`src/rtl/ddo_mul.sv`:
```
// Shared signed multiplier with registered product.
// Depends on nothing.
module ddo_mul (
    input  logic               i_clk,
    input  logic signed [32:0] i_a,
    input  logic signed [30:0] i_b,
    output logic signed [63:0] o_prod
);
    logic signed [63:0] r_prod;

    // one multiply per cycle, product registered
    always_ff @(posedge i_clk) begin
        r_prod <= 64'(i_a * i_b);
    end

    assign o_prod = r_prod;
endmodule

```
`config.mk`:
```
export PLATFORM = sky130hd
export DESIGN_NAME = ddo_mul
export DESIGN_NICKNAME = d
export VERILOG_FILES = /design/src/rtl/ddo_mul.sv
export SDC_FILE = /design/constraint.sdc
export NUM_CORES = 2
export LEC_CHECK = 0
export BUFFER_PORTS_ARGS = -buffer_cell sky130_fd_sc_hd__buf_4
export CAP_MARGIN = 20
export CORE_MARGIN = 2
export CORE_UTILIZATION = 50
export CTS_CLUSTER_SIZE = 8
export DETAILED_ROUTE_END_ITERATION = 16
export GPL_TIMING_DRIVEN = 0
export MAX_ROUTING_LAYER = met4
export PLACE_DENSITY_LB_ADDON = 0.3
export SYNTH_ARGS = -nofsm -noshare
export SYNTH_HDL_FRONTEND = slang
export SYNTH_SLANG_ARGS = --single-unit
```
`constraint.sdc`:
```
create_clock -name i_clk -period 16.4 [get_ports i_clk]
set_input_delay 2.46 -clock i_clk [delete_from_list [all_inputs] [get_ports i_clk]]
set_output_delay 2.46 -clock i_clk [all_outputs]
set_load 0.02 [all_outputs]
```
==> results by group <==
Timing
  – Final period utilization: 68.8%
  – Final setup fails: 0
  – Fmax: 88.6 MHz
  – Fin. Hold Viols: 0
  – RSZ-0062 raised after global routing: no
  – Setup TNS: 0 ps
  – Crit path time final: 11280 ps
  – Worst-margin pin slew: 1310 ps
  – Slew headroom: 12.8%
  – Slew Limit Fails: 0

Cells and area
  – # fillers: about 7.0k
  – Most common library cell in the layout ignoring fill and taps: fa_1
  – Multi-input gate area: 31600 sq um
  – FF/Latch Area: 1280 sq um
  – Layout cells sized above 1: 4.55%
  – Commonest cells after routing, fill and taps aside: fa_1 (1076), inv_1 (1067), nand2_1 (536)
  – Area grow syn2layout: 6.81%
  – Largest register FFs: 64
  – Final #Nets: 5501

Status
  – Status: completed

Place
  – Routability Congestion: 1.05
  – IO Port Bufs: about 130
  – HPWL Detailed: 111000 um

Yosys
  – Yosys warning total: 0
  – Ys async rst share: 0%
  – Main synth FF type: dfxtp_1
  – Synth Register Bits: 64
  – Syn Area/Cell: 9.36 sq um
  – Synth Instances: 4032
  – Post-Syn Nets: 5359
  – EDFF count, synth: 0
  – Synth unique cells: 65
  – Cell area after synthesis: about 38000 sq um
  – Sequential share of the synthesized area: ~3.4%

Route
  – Number of routed nets with antenna violations: 0
  – Total Wirelength: about 130000 um
  – DR pass1 iterations: 5
  – Drt drc: 0
  – Vias: about 28k
  – Iter 0 DRT Violations: 2632
  – WL per Instance: 25.4 um
  – Routed vias/inst: between 5 and 6

Critical path
  – Crit path launch: i_b[6]
  – CP Max Fanout: 10
  – WP data required: 16630 ps
  – WS Path Type: in2reg
  – Crit end category: register
  – Arrival @ worst endpoint: 11510 ps
  – Critical Path Source Type: input port

CTS
  – Cts hold-fix bufs: 0
  – Post-CTS Repair Setup Buffers: 0
  – Max clock buf depth: 2
  – Resized cells post-CTS: 0
  – Clock tree sinks: 64
  – CTS tree: yes
  – CTS buffer count: 9
  – H-tree depth: 3
  – Root Buffer Master: clkbuf_16
  – CTS clk-pin slew, worst paths: 60 ps

Floorplan
  – Initial Utilization: between 50% and 60%
  – Die height: 279 um
  – Die width: 279 um
  – I/O Pins: 129
  – Total die area: 77700 sq um
  – Total core area: 74600 sq um
  – Row count: 100

Global routing
  – Number of global-route vias before repair: ~30k
  – Total gr overflow: 0
  – Initial antenna violation count: 11
  – First-pass GRT wire length: 192000 um
  – Gr usage total: a little over a third
  – Largest net degree at the start of global routing: 22

Hold path
  – Hold Path Origin: i_a[1]
  – Hold/Removal Path Class: in2reg

Flow run
  – Max Cap Viol: 0
==> worst max-delay path: stages <==
cell      delay (ps)
buf_4            170
clkbuf_1         750
and2_1           280
fa_1             420
inv_1            250
fa_1             470
inv_1            250
fa_1             510
fa_1             910
inv_1            440
fa_1             590
inv_1             50
fa_1             520
inv_1             50
fa_1             490
fa_1             520
inv_1             40
ha_1             250
buf_2            180
nand4_1          130
nor2_1           340
nand4_1          200
o31ai_1          640
o31ai_2          170
o21ai_1          170
a21oi_1          100
xnor2_1          120
==> final cells by class <==
cell class	instances	share of cell area (%)
multi-input cells	2692	78.5
well taps	969	3.01
flip-flops and latches	64	3.18
inverters	1068	9.95
diodes	10	0.0621
plain buffers	208	1.98
repair buffers	131	2.50
clock buffers	9	0.559
clock inverters	7	0.255
==> routing by layer <==
| metal | up-vias | routed length [um] | track usage (%) |
|---|---|---|---|
| met5 | - | 0 | - |
| met4 | 0 | 11100 | 23.0 |
| met3 | 435 | 13200 | 6.29 |
| met2 | 1542 | 60700 | 55.5 |
| met1 | 14751 | 45800 | 43.4 |
| li1 | 11672 | - | - |
==> cells in the mapped netlist (21+ instances only) <==
master	instances	area [sq um]
a21o_1	25	188
and2_1	497	3110
ha_1	186	2330
inv_1	1067	4010
clkbuf_1	195	732
xnor2_1	54	473
xor2_1	21	184
o21ai_0	29	145
dfxtp_1	64	1280
fa_1	1076	21500
a21oi_1	69	345
nor2_1	59	221
nand2_1	536	2010
==> kinds of logic after synthesis <==
group	count (synthesis)	synth area share, %
XOR/XNOR	75	1.74
buffers and inverters	1276	12.7
adder cells (fa/ha/maj)	1262	63.3
AO/OA/AOI/OAI	197	3.56
flip-flops	64	3.40
AND/OR/NAND/NOR	1158	15.3
==> stage by stage <==
step	util (%)	instances	hold slack [ps]	instance area, sq um	setup slack [ps]
2_1_floorplan	-	4032	2700	37700	6700
3_3_place_gp	53.5	5129	2870	39900	4410
3_5_place_dp	53.5	5130	2870	39900	4360
4_1_cts	54.0	5146	2530	40300	4740
5_1_grt	54.0	5149	2560	40300	4690
6_report	54.1	5158	2550	40300	5120
==> final timing paths <==
path / end / depth (start not counted)
setup / recovery: o_prod[63]$_DFF_P_ / 27
hold / removal: o_prod[1]$_DFF_P_ / 3
Power is not shown: default switching activity piles up to over one toggle a cycle in this logic, so the estimate is an artifact.
