$ cat config.mk
export PLATFORM = sky130hd
export DESIGN_NAME = ddo_cordic
export DESIGN_NICKNAME = d
export VERILOG_FILES = /design/src/rtl/ddo_pkg.sv /design/src/rtl/ddo_cordic.sv
export SDC_FILE = /design/constraint.sdc
export NUM_CORES = 1
export LEC_CHECK = 0
export ABC_AREA = 1
export BUFFER_PORTS_ARGS = -buffer_cell sky130_fd_sc_hd__buf_2
export CELL_PAD_IN_SITES_DETAIL_PLACEMENT = 1
export CELL_PAD_IN_SITES_GLOBAL_PLACEMENT = 1
export CORE_MARGIN = 5
export CORE_UTILIZATION = 35
export DETAILED_ROUTE_END_ITERATION = 12
export PLACE_DENSITY = 0.76
export SYNTH_ARGS = -nofsm -noshare
export SYNTH_HDL_FRONTEND = slang
export SYNTH_SLANG_ARGS = --single-unit
$ cat constraint.sdc
create_clock -name i_clk -period 5.8 [get_ports i_clk]
set_input_delay 0.29 -clock i_clk [delete_from_list [all_inputs] [get_ports i_clk]]
set_output_delay 0.29 -clock i_clk [all_outputs]
set_load 0.005 [all_outputs]
$ cat src/rtl/ddo_pkg.sv
// Package for the differential-drive odometry block: beat types, register
// indexes and reset values, sequencer states, CORDIC constants and control, and rounding helper.
// No dependencies.
package ddo_pkg;

    // Input beat: raw wheel tick rates
    typedef struct packed {
        logic signed [15:0] left_tick_rate;
        logic signed [15:0] right_tick_rate;
    } t_in_beat;

    // Output beat: pose and filtered rates
    typedef struct packed {
        logic signed [47:0] pose_x;
        logic signed [47:0] pose_y;
        logic signed [31:0] heading;
        logic signed [31:0] smoothed_left;
        logic signed [31:0] smoothed_right;
    } t_out_beat;

    // Configuration register indexes
    localparam logic [7:0] CFG_FILTER_GAIN   = 8'd0;
    localparam logic [7:0] CFG_LINEAR_SCALE  = 8'd1;
    localparam logic [7:0] CFG_ANGULAR_SCALE = 8'd2;

    // Register reset values
    localparam logic [15:0] GAIN_RST = 16'd45875;
    localparam logic [23:0] LIN_RST  = 24'd343395;
    localparam logic [23:0] ANG_RST  = 24'd1457410;

    // CORDIC constants
    localparam int          ATAN_ENTRIES = 30;
    localparam int          CNT_W        = 5;
    localparam logic [31:0] CORDIC_K_Q28 = 32'd163008219;
    localparam logic [31:0] ATAN_TAB [ATAN_ENTRIES] = '{
        32'h20000000, 32'h12E4051E, 32'h09FB385B, 32'h051111D4, 32'h028B0D43,
        32'h0145D7E1, 32'h00A2F61E, 32'h00517C55, 32'h0028BE53, 32'h00145F2F,
        32'h000A2F98, 32'h000517CC, 32'h00028BE6, 32'h000145F3, 32'h0000A2FA,
        32'h0000517D, 32'h000028BE, 32'h0000145F, 32'h00000A30, 32'h00000518,
        32'h0000028C, 32'h00000146, 32'h000000A3, 32'h00000051, 32'h00000029,
        32'h00000014, 32'h0000000A, 32'h00000005, 32'h00000003, 32'h00000001
    };

    // Sequencer states
    typedef enum logic [3:0] {
        S_IDLE, S_FILT_L, S_FILT_R, S_SUM, S_DIST, S_CORD,
        S_DX, S_DY, S_DH, S_HEAD, S_OUT
    } t_state;

    // CORDIC control from sequencer
    typedef struct packed {
        logic        start;
        logic [31:0] angle;
    } t_cordic_ctl;

    // Round half up of p / 2^s
    function automatic logic signed [63:0] round_shift(
        input logic signed [63:0] p,
        input int                 s
    );
        logic signed [63:0] bias;
        bias = 64'sd1 <<< (s - 1);
        return (p + bias) >>> s;
    endfunction

endpackage

$ cat src/rtl/ddo_cordic.sv
// Iterative rotation-mode CORDIC: one micro-rotation per cycle.
// Depends on ddo_pkg.
module ddo_cordic #(
    parameter int CORDIC_STEPS = 16
) (
    input  logic                       i_clk,
    input  logic                       i_rst_n,
    input  ddo_pkg::t_cordic_ctl       i_ctl,
    output logic                       o_busy,
    output logic signed [31:0]         o_cos,
    output logic signed [31:0]         o_sin
);
    import ddo_pkg::*;

    localparam int STEPS = (CORDIC_STEPS < ATAN_ENTRIES) ? CORDIC_STEPS : ATAN_ENTRIES;
    localparam logic [CNT_W-1:0] LAST = CNT_W'(STEPS - 1);

    logic signed [31:0] r_x, r_y, r_z;
    logic               r_flip, r_busy;
    logic [CNT_W-1:0]   r_cnt;
    logic [31:0]        fold_sum, z0;
    logic signed [31:0] xs, ys;

    // fold heading into [-1/4, 1/4) turn
    always_comb begin
        fold_sum = i_ctl.angle + 32'h4000_0000;
        z0       = fold_sum[31] ? (i_ctl.angle + 32'h8000_0000) : i_ctl.angle;
    end

    assign xs = r_x >>> r_cnt;
    assign ys = r_y >>> r_cnt;

    // control: busy flag and step counter
    always_ff @(posedge i_clk) begin
        if (!i_rst_n) begin
            r_busy <= 1'b0;
            r_cnt  <= '0;
        end else if (i_ctl.start) begin
            r_busy <= 1'b1;
            r_cnt  <= '0;
        end else if (r_busy) begin
            r_cnt <= r_cnt + 1'b1;
            if (r_cnt == LAST) begin
                r_busy <= 1'b0;
            end
        end
    end

    // vector rotation datapath
    always_ff @(posedge i_clk) begin
        if (i_ctl.start) begin
            r_x    <= CORDIC_K_Q28;
            r_y    <= '0;
            r_z    <= z0;
            r_flip <= fold_sum[31];
        end else if (r_busy) begin
            if (!r_z[31]) begin
                r_x <= r_x - ys;
                r_y <= r_y + xs;
                r_z <= r_z - ATAN_TAB[r_cnt];
            end else begin
                r_x <= r_x + ys;
                r_y <= r_y - xs;
                r_z <= r_z + ATAN_TAB[r_cnt];
            end
        end
    end

    assign o_busy = r_busy;
    assign o_cos  = r_flip ? -r_x : r_x;
    assign o_sin  = r_flip ? -r_y : r_y;
endmodule

==> results.sh, run 1 <==
export IMPL_power_density_nw_per_um2=499
export IMPL_die_area_um2=51700
export IMPL_h_tree_depth=3
export IMPL_synth_top_area_frac=0.192
export IMPL_ys_ff_latch=103
export IMPL_status="completed"
export IMPL_cts_tree="built"
export IMPL_grt_overflow_total=0
export IMPL_hold_path_depth=3
export IMPL_cp_top_family="simple AND/OR/NAND/NOR gates"
export IMPL_synth_edf_count=33
export IMPL_synth_avg_cell_area_um2=5.69
export IMPL_worstPathMaxFanout=54
export IMPL_antenna_found_initial=0
export IMPL_worstSetupStartpointType="register"
export IMPL_ys_seq_area_frac=0.145
export IMPL_initial_core_util=0.354
export IMPL_hold_viol_final=0
export IMPL_total_power_w=0.00886
export IMPL_fmax_ghz=0.185
export IMPL_synth_top_flop_cell="dfxtp_1"
export IMPL_hp_class="primary input to register"
export IMPL_fin_crit_ns=5.39
export IMPL_cap_violations=0
export IMPL_drt_wl_total_um=65200
export IMPL_crit_path_frequent_cell="nand2_1"
export IMPL_grt_use_total=0.249
export IMPL_cts_buffers=9
export IMPL_fp_dieH_um=227
export IMPL_setup_viol=0
export IMPL_clockBufferDepth=2
export IMPL_path_class="register to register"
export IMPL_async_reset_ff_frac=0
export IMPL_vias_per_cell=5.46
export IMPL_hold_path_startpoint="i_rst_n"
export IMPL_worst_path_max_delay_cell="dfxtp_2"
export IMPL_skew_ns=0.0123
export IMPL_ant_nets=0
export IMPL_synth_nets=3052
export IMPL_drive_above_1_share=0.0692
export IMPL_yosys_warnings=0
export IMPL_ios=100
export IMPL_drt_iter0_drc=1120
export IMPL_clockRootBuffer="clkbuf_16"
export IMPL_hold_buffers=0
export IMPL_reg2regPathDepth=32
export IMPL_gp_congestion=0.976
export IMPL_clk_latency_ns=0.41
export IMPL_hold_path_end="o_busy"
export IMPL_leakage_nw=9.31
export IMPL_grt_max_degree=77
export IMPL_diodes=0
export IMPL_num_vias=19317
export IMPL_clk_pin_slew_ns=0.08
export IMPL_cp_required_ns=6.10
export IMPL_worst_pin_slew_ns=0.848
export IMPL_rsz0062_at_grt="true"
export IMPL_dp_hpwl_um=52600
export IMPL_ir_worst_vdd_v=0.000222
export IMPL_drc=0
export IMPL_r2r_setup_slack_ns=0.41
export IMPL_portBuffers=99
export IMPL_cpPeakStageDelay_ns=0.40
export IMPL_r2r_start="r_cnt[1]"
export IMPL_drv_slew=0
export IMPL_core_um2=46700
export IMPL_r2r_end="r_x[31]"
export IMPL_yosysTopAreaCell="nand2_1"
export IMPL_netlist_area_um2=16500
export IMPL_place_area_um2=17500
export IMPL_cts_sink_count=103
export IMPL_firstDrtPassIters=5
export IMPL_synth_top_cells_by_area="nand2_1 19%, nand3_1 10%, dfxtp_1 8.5%, ha_1 8.4%, inv_1 7.3%"
export IMPL_crit_buf_inv=4
export IMPL_fin_crit_sh=0.929
export IMPL_syn_to_final_growth_pct=7.40
export IMPL_cp_end_kind="register"
export IMPL_relSlewSlack=0.433
export IMPL_die_width_um=227
export IMPL_fin_cells=3539
export IMPL_fin_area_um2=17800
export IMPL_fin_nets=3076
export IMPL_first_global_vias=19718
export IMPL_grt_pass1_wl_um=104000
export IMPL_cp_data_arrival_time_ns=5.70
export IMPL_numPlacedInstances=3523
export IMPL_yosysUniqueCellTypes=52
export IMPL_synthCells=2903
export IMPL_num_rows=79
export IMPL_post_drt_wl_per_cell_um=18.4
-- tightest hold or removal path: stages --
cell and delay [ns]:
buf_2 0.12, nand2_1 0.06, a21oi_1 0.04
-- cell type report --
| cell class | instances | area [um^2] |
|---|---|---|
| fillers | 6517 | 28900 |
| multi-input cells | 2350 | 12300 |
| flip-flops and latches | 103 | 2400 |
| inverters | 329 | 1230 |
| repair buffers | 134 | 779 |
| well taps | 607 | 759 |
| clock buffers | 10 | 230 |
| clock inverters | 6 | 37.5 |
-- repair_timing --
action | CTS | global route
hold endpoints to repair | 0 | 0
setup endpoints to repair | 0 | 11
resized for setup | 0 | 11
setup buffers | 0 | 0
-- worst max-delay path by stage --
stage,end,slack [ns],cells past startpoint,from
2_1_floorplan,r_z[26],1.15,35,r_cnt[1]
3_3_place_gp,r_x[22],0.48,28,r_cnt[4]
3_5_place_dp,r_x[31],0.38,34,r_cnt[1]
4_1_cts,r_x[31],0.35,32,r_cnt[1]
5_1_grt,r_x[31],-0.1,32,r_cnt[1]
6_report,r_x[31],0.41,32,r_cnt[1]
-- placed cells by master, fill, tap and decap left out, types with 8 or more instances in the layout --
master,synthesis,routed
a21boi_0,10,10
a21o_1,9,9
a21oi_1,193,193
a221oi_1,8,8
a31oi_1,20,20
buf_2,29,98
buf_4,16,31
clkbuf_16,0,9
dfxtp_1,70,65
edfxtp_1,33,33
ha_1,111,111
inv_1,320,319
inv_2,7,9
nand2_1,846,846
nand3_1,343,343
nand4_1,16,16
nor2_1,278,277
nor3_1,39,39
nor4_1,9,9
o211ai_1,14,14
o21a_1,13,13
o21ai_0,161,157
o21ai_1,7,11
o21bai_1,8,8
o22ai_1,11,11
or2_2,24,24
xnor2_1,61,61
xor2_1,120,120
-- cell usage after synthesis (20+ instances only) --
library cell,count
a21oi_1,193
nor3_1,39
buf_1,20
ha_1,111
nand2_1,846
o21ai_0,161
nand3_1,343
dfxtp_1,70
xnor2_1,61
buf_2,29
clkbuf_1,50
a31oi_1,20
edfxtp_1,33
nor2_1,278
xor2_1,120
or2_2,24
inv_1,320
-- state kept, by name, summed over array words and instances (netlist names) --
name / count
r_y: 32
r_z: 32
o_busy: 1
r_x: 32
r_flip: 1
r_cnt: 5
-- stage by stage --
step,setup WS [ns],setup TNS [ns],utilization,hold WS (ns)
5_1_grt,-0.0963,-0.0963,0.380,0.148
4_1_cts,0.347,0,0.380,0.113
3_5_place_dp,0.380,0,0.374,0.556
2_1_floorplan,1.15,0,-,0.402
6_report,0.409,0,0.380,0.134
3_3_place_gp,0.483,0,0.374,0.537
-- where the power goes --
part	switching, W	internal [W]
logic	0.00445	0.00247
clock network	0.000337	0.000292
registers	0.000324	0.000996
total	0.00511	0.00375
-- metal layers --
metal | global-route usage | vias to the layer above | wire length, um
met4 | 0.0781 | 0 | 1960
met3 | 0.0285 | 102 | 2100
met1 | 0.318 | 9309 | 29600
met5 | 0 | - | 0
met2 | 0.440 | 356 | 31600
li1 | - | 9550 | -
-- cells by family (layout without fill, tap and decap cells) --
family | count (synthesis) | after routing | share of synthesized area
AO/OA/AOI/OAI | 481 | 481 | 0.164
XOR/XNOR | 181 | 181 | 0.0959
adder cells (fa/ha/maj) | 114 | 114 | 0.0877
buffers and inverters | 450 | 479 | 0.111
flip-flops | 103 | 103 | 0.145
AND/OR/NAND/NOR | 1574 | 1574 | 0.397
Note: power is estimated with default switching activity, not from simulation.
==> run 2, diff against run 1 <==
ABC_AREA = unset   (was 1)
BUFFER_PORTS_ARGS = unset   (was -buffer_cell sky130_fd_sc_hd__buf_2)
DONT_BUFFER_PORTS = 1   (was unset)
PLACE_DENSITY = 0.68   (was 0.76)
==> results.sh, run 2 <==
export IMPL_relSlewSlack=0.199
export IMPL_hold_path_startpoint="i_ctl[32]"
export IMPL_synthCells=2060
export IMPL_top_regs="r_x x32, r_y x32, r_z x32"
export IMPL_die_width_um=227
export IMPL_cts_tree="built"
export IMPL_synth_top_area_frac=0.0958
export IMPL_grt_use_total=0.270
export IMPL_cp_data_arrival_time_ns=6.07
export IMPL_diodes=0
export IMPL_synth_nets=2209
export IMPL_cap_violations=0
export IMPL_firstDrtPassIters=8
export IMPL_r2r_start="r_cnt[1]"
export IMPL_synth_avg_cell_area_um2=7.99
export IMPL_hold_path_end="r_x[27]"
export IMPL_ant_nets=0
export IMPL_grtUsageMet2=0.477
export IMPL_leakage_nw=8.55
export IMPL_cts_buffers=9
export IMPL_drive_above_1_share=0.266
export IMPL_die_area_um2=51400
export IMPL_ios=100
export IMPL_first_global_vias=17898
export IMPL_comb_power_share=0.834
export IMPL_worst_pin_slew_ns=1.20
export IMPL_yosysUniqueCellTypes=81
export IMPL_fin_crit_sh=0.995
export IMPL_yosys_top_cells_count="192 x nand2_1, 174 x nor2_1, 160 x xnor2_1"
export IMPL_cp_end_kind="register"
export IMPL_yosysTopAreaCell="mux4_2"
export IMPL_antenna_found_initial=1
export IMPL_clkPwrFrac=0.052
export IMPL_path_class="register to register"
export IMPL_async_reset_ff_frac=0
export IMPL_r2r_end="r_x[26]"
export IMPL_synth_top_flop_cell="dfxtp_1"
export IMPL_hp_class="primary input to register"
export IMPL_h_tree_depth=3
export IMPL_switching_power_w=0.00633
export IMPL_ys_ff_latch=103
export IMPL_drt_iter0_drc=1243
export IMPL_num_rows=79
export IMPL_layout_commonest_cell="buf_4"
export IMPL_cpPeakStageDelay_ns=0.56
export IMPL_dp_hpwl_um=56000
export IMPL_pwr_share_seq=0.113
export IMPL_cp_required_ns=6.11
export IMPL_ys_seq_area_frac=0.145
export IMPL_place_area_um2=19400
export IMPL_hold_viol_final=0
export IMPL_fin_setup_tns_ns=0
export IMPL_skew_ns=0.0122
export IMPL_cts_sink_count=103
export IMPL_worstPathMaxFanout=7
export IMPL_power_density_nw_per_um2=629
export IMPL_clockRootBuffer="clkbuf_16"
export IMPL_ir_worst_vdd_v=0.000322
export IMPL_netlist_area_um2=16500
export IMPL_clk_latency_ns=0.40
export IMPL_fin_hold_ws_ns=0.0426
export IMPL_hold_path_depth=2
export IMPL_met1_usage=0.335
export IMPL_yosys_warnings=0
export IMPL_reg2regPathDepth=22
export IMPL_final_setup_worst_slack_ns=0.0307
export IMPL_drt_wl_total_um=71500
export IMPL_yosys_cell_count_top_type="nand2_1"
export IMPL_clockBufferDepth=2
export IMPL_power_internal_w=0.00645
export IMPL_place_ws_ns=-0.168
export IMPL_r2r_setup_slack_ns=0.03
export IMPL_core_um2=46600
export IMPL_synth_edf_count=33
export IMPL_fp_dieH_um=227
export IMPL_layout_common_cells="377 x buf_4, 192 x nand2_1, 171 x nor2_1"
export IMPL_final_core_util=0.436
export IMPL_synth_top_cells_by_area="mux4_2 9.6%, dfxtp_1 8.5%, xnor2_1 8.5%, ha_1 8.4%, edfxtp_1 6.0%"
export IMPL_syn_to_final_growth_pct=23.4
export IMPL_num_vias=17525
export IMPL_drc=0
export IMPL_fmax_ghz=0.173
export IMPL_portBuffers=0
export IMPL_grt_overflow_total=0
export IMPL_fin_area_um2=20300
export IMPL_rsz0062_at_grt="true"
export IMPL_gp_congestion=0.978
export IMPL_grt_pass1_wl_um=108000
export IMPL_met3_usage=0.0432
export IMPL_worstSetupStartpointType="register"
export IMPL_initial_core_util=0.353
export IMPL_drv_slew=0
export IMPL_status="completed"
export IMPL_clk_pin_slew_ns=0.08
export IMPL_grt_max_degree=85
export IMPL_post_drt_wl_per_cell_um=24.5
export IMPL_worst_path_max_delay_cell="or4b_4"
export IMPL_vias_per_cell=6.02
export IMPL_fin_crit_ns=5.77
export IMPL_setup_viol=0
export IMPL_fin_nets=2449
export IMPL_cp_cell_sequence="buf_12 > mux4_2 > mux4_2 > a221o_1 > nor4_4 > o21ai_2 > or4b_4 > buf_6 > nor2_1 > nor2_1 > xnor2_1 > ha_2 > and4_1 > o21ai_0 > buf_4 > nand4_1 > a31oi_2 > o21ai_2 > a221o_1 > buf_4 > xnor2_1 > a22o_1"
export IMPL_busiest_layer="met2"
export IMPL_swShare=0.495
-- run 2: layout make-up --
class                      count  area (um^2)
tap                          607          759
multi-input combinational   1746        13600
sequential                   103         2410
clock inverter                 6         60.1
inverter                      47          180
fill                        5605        26200
timing repair buffer         393         3120
clock buffer                  10          229
-- run 2: kinds of logic after synthesis --
kind of cell	synth area share
compound gates	0.239
simple gates	0.174
xor+xnor	0.121
buf+inv	0.0535
mux	0.179
fa+ha+maj	0.0881
flops	0.145
-- run 2: what timing repair did --
| action | CTS | global route |
|---|---|---|
| endpoints found under the setup margin | 13 | 26 |
| hold buffers | 3 | 0 |
| cloned | 1 | 1 |
| endpoints found under the hold margin | 38 | 0 |
| resized for setup | 21 | 66 |
| pin swaps | 5 | 43 |
| setup buffers | 5 | 19 |
-- run 2: power by group through the flow --
stage / registers, W / logic, W / clock network, W
3_5_place_dp: 0.00146 / 0.0101 / 0
3_3_place_gp: 0.00144 / 0.00974 / 0
2_1_floorplan: 0.00125 / 0.00660 / 0
5_1_grt: 0.00147 / 0.0116 / 0.000722
4_1_cts: 0.00144 / 0.0102 / 0.000691
6_report: 0.00145 / 0.0107 / 0.000669
-- run 2: worst max-delay path by stage --
stage | start | end | slack (ns) | cells past startpoint
6_report | r_cnt[1] | r_x[26] | 0.03 | 22
5_1_grt | r_cnt[1] | r_x[30] | -0.23 | 22
4_1_cts | r_cnt[1] | r_x[30] | 0.01 | 22
3_5_place_dp | r_cnt[1] | r_z[25] | -0.17 | 25
3_3_place_gp | r_cnt[1] | r_y[31] | -0.001 | 21
2_1_floorplan | r_cnt[0] | r_z[30] | -0.01 | 28
-- run 2: per-layer routing --
layer  vias to the layer above  routed length, um  part of all wire
met4                         2               2620             0.037
met3                       104               3640             0.051
met5                         -                 18           0.00025
met2                       462              35500              0.50
li1                       8138                  -                 -
met1                      8819              29700              0.42
-- run 2: worst max-delay path: cells and delay by family, from the launching register on --
kind                       cells  cell delay, ns
buffers and inverters          4            0.63
and+or+nand+nor                6            1.42
xor gates and xnor gates       2            0.36
AOI/OAI and AO/OA              7            1.54
DFF                            1            0.38
muxes                          2            1.01
adders and majority gates      1            0.33
-- run 2: metrics by stage --
step | power [W] | std cells
floorplan | 0.00786 | 2060
global route | 0.0138 | 2912
global placement | 0.0112 | 2867
finish | 0.0128 | 2912
detailed placement | 0.0115 | 2867
CTS | 0.0124 | 2892
==> run 3, diff against run 2 <==
SETUP_SLACK_MARGIN = 0.5   (was unset)
==> results.sh, run 3 (synthesis gave the netlist of run 2 again) <==
export IMPL_grt_max_degree=84
export IMPL_met3_usage=0.0432
export IMPL_worst_path_max_delay_cell="mux4_2"
export IMPL_first_global_vias=17789
export IMPL_ir_worst_vdd_v=0.000298
export IMPL_total_power_w=0.0136
export IMPL_vias_per_cell=6.11
export IMPL_firstDrtPassIters=6
export IMPL_hp_class="primary input to register"
export IMPL_antenna_found_initial=0
export IMPL_cts_sink_count=103
export IMPL_rsz0062_at_grt="true"
export IMPL_num_vias=17640
export IMPL_ant_nets=0
export IMPL_h_tree_depth=3
export IMPL_path_class="register to register"
export IMPL_hold_path_startpoint="i_ctl[32]"
export IMPL_fin_setup_tns_ns=0
export IMPL_clk_latency_ns=0.42
export IMPL_portBuffers=0
export IMPL_cts_tree="built"
export IMPL_cap_violations=0
export IMPL_cp_end_kind="register"
export IMPL_initial_core_util=0.353
export IMPL_fin_crit_ns=5.67
export IMPL_crit_path_frequent_cell="buf_12"
export IMPL_r2r_start="r_cnt[1]"
export IMPL_hold_path_end="r_x[27]"
export IMPL_met1_usage=0.328
export IMPL_power_density_nw_per_um2=643
export IMPL_drt_iter0_drc=1260
export IMPL_r2r_end="r_y[31]"
export IMPL_layout_commonest_cell="buf_4"
export IMPL_gp_congestion=1.02
export IMPL_clockRootBuffer="clkbuf_16"
export IMPL_cp_data_arrival_time_ns=5.98
export IMPL_diodes=0
export IMPL_setup_viol=0
export IMPL_grt_pass1_wl_um=107000
export IMPL_worst_pin_slew_ns=1.04
export IMPL_switching_power_w=0.00680
export IMPL_leakage_nw=8.67
export IMPL_grt_overflow_total=0
export IMPL_syn_to_final_growth_pct=28.4
export IMPL_drt_wl_total_um=72300
export IMPL_die_width_um=227
export IMPL_clkPwrFrac=0.051
export IMPL_layout_common_cells="317 x buf_4, 188 x nand2_1, 164 x nor2_1"
export IMPL_drive_above_1_share=0.296
export IMPL_fp_dieH_um=227
export IMPL_cp_required_ns=6.11
export IMPL_worstSetupStartpointType="register"
export IMPL_num_rows=79
export IMPL_hold_path_depth=2
export IMPL_ios=100
export IMPL_grt_use_total=0.267
export IMPL_core_um2=46600
export IMPL_pwr_share_seq=0.109
export IMPL_comb_power_share=0.840
export IMPL_clk_pin_slew_ns=0.09
export IMPL_busiest_layer="met2"
export IMPL_fin_crit_sh=0.977
export IMPL_skew_ns=0.0176
export IMPL_hold_viol_final=0
export IMPL_fmax_ghz=0.176
export IMPL_clockBufferDepth=2
export IMPL_top_regs="r_x x32, r_y x32, r_z x32"
export IMPL_drc=0
export IMPL_dp_hpwl_um=53200
export IMPL_drv_slew=0
export IMPL_grtUsageMet2=0.472
export IMPL_cp_cell_sequence="buf_12 > buf_12 > mux4_2 > a222oi_1 > buf_4 > nand2_4 > o211a_4 > nor4_4 > and4_4 > nand2_2 > o31a_1 > xnor2_1 > ha_2 > nand4_1 > nor2_1 > and2_4 > a41oi_4 > o311a_1 > a21oi_2 > a41o_1 > o221ai_2 > o31ai_2 > mux2_2"
export IMPL_relSlewSlack=0.306
export IMPL_cts_buffers=9
export IMPL_post_drt_wl_per_cell_um=25.0
export IMPL_die_area_um2=51400
export IMPL_power_internal_w=0.00679
export IMPL_swShare=0.500
export IMPL_worstPathMaxFanout=7
export IMPL_cpPeakStageDelay_ns=0.55
export IMPL_r2r_setup_slack_ns=0.13
export IMPL_reg2regPathDepth=23
export IMPL_status="completed"
export IMPL_fin_nets=2425
run 3: cell types whose count changed in the layout (fill, tap and decap cells not counted), sizes merged:
cell,previous run,this run
buf,389,361
clkbuf,11,16
clkinv,7,5
inv,44,45
run 3: power by group through the flow:
stage          Combinational, W  Clock (W)  Sequential (W)
3_3_place_gp            0.00921          0         0.00146
3_5_place_dp            0.00951          0         0.00148
6_report                 0.0114   0.000691         0.00148
2_1_floorplan           0.00673          0         0.00125
4_1_cts                  0.0102   0.000709         0.00146
5_1_grt                  0.0123   0.000735         0.00150
run 3: worst max-delay path: cells and delay by family, from the launching register on:
family	cells	cell delay, ns
and+or+nand+nor	7	1.21
AOI/OAI and AO/OA	9	2.04
DFF	1	0.41
adders and majority gates	1	0.36
xor gates and xnor gates	1	0.15
buffers and inverters	3	0.47
muxes	2	0.90
run 3: final cells by class:
class,count,area (um^2)
multi-input cells,1746,14200
repair buffers,369,3270
well taps,607,759
flip-flops and latches,103,2410
clock buffers,11,243
fillers,5438,25400
clock inverters,5,56.3
inverters,47,186
run 3: worst max-delay path by stage:
stage / startpoint / endpoint / cells after the start
floorplan: r_cnt[0] / r_z[30] / 28
global placement: r_cnt[1] / r_y[31] / 21
detailed placement: r_cnt[1] / r_y[31] / 22
CTS: r_cnt[1] / r_x[31] / 20
global route: r_cnt[1] / r_x[31] / 24
finish: r_cnt[1] / r_y[31] / 23
run 3: what timing repair did:
action                     CTS  global route
gates resized for setup     82           146
pin swaps                   52            81
setup buffers               49            76
hold endpoints to repair    40             0
setup endpoints to repair   38            41
hold buffers                 3             0
cloned                       3             5
run 3: layer usage:
layer | share of wire | routed length [um] | up-vias
met5 | 0 | 0 | -
met3 | 0.052 | 3720 | 150
met2 | 0.50 | 35900 | 582
met4 | 0.042 | 3020 | 0
met1 | 0.41 | 29600 | 8824
li1 | - | - | 8084
run 3: per-stage QoR:
stage | cell area (um^2) | instances | utilization | setup slack [ns] | hold WS (ns)
2_1_floorplan | 16800 | 2060 | - | 0.445 | 0.402
3_3_place_gp | 18600 | 2736 | 0.400 | -0.0549 | 0.397
3_5_place_dp | 18600 | 2736 | 0.400 | -0.152 | 0.386
4_1_cts | 19800 | 2807 | 0.425 | 0.253 | 0.000369
5_1_grt | 21100 | 2888 | 0.454 | -0.0640 | 0.00719
6_report | 21100 | 2888 | 0.454 | 0.131 | 0.0477
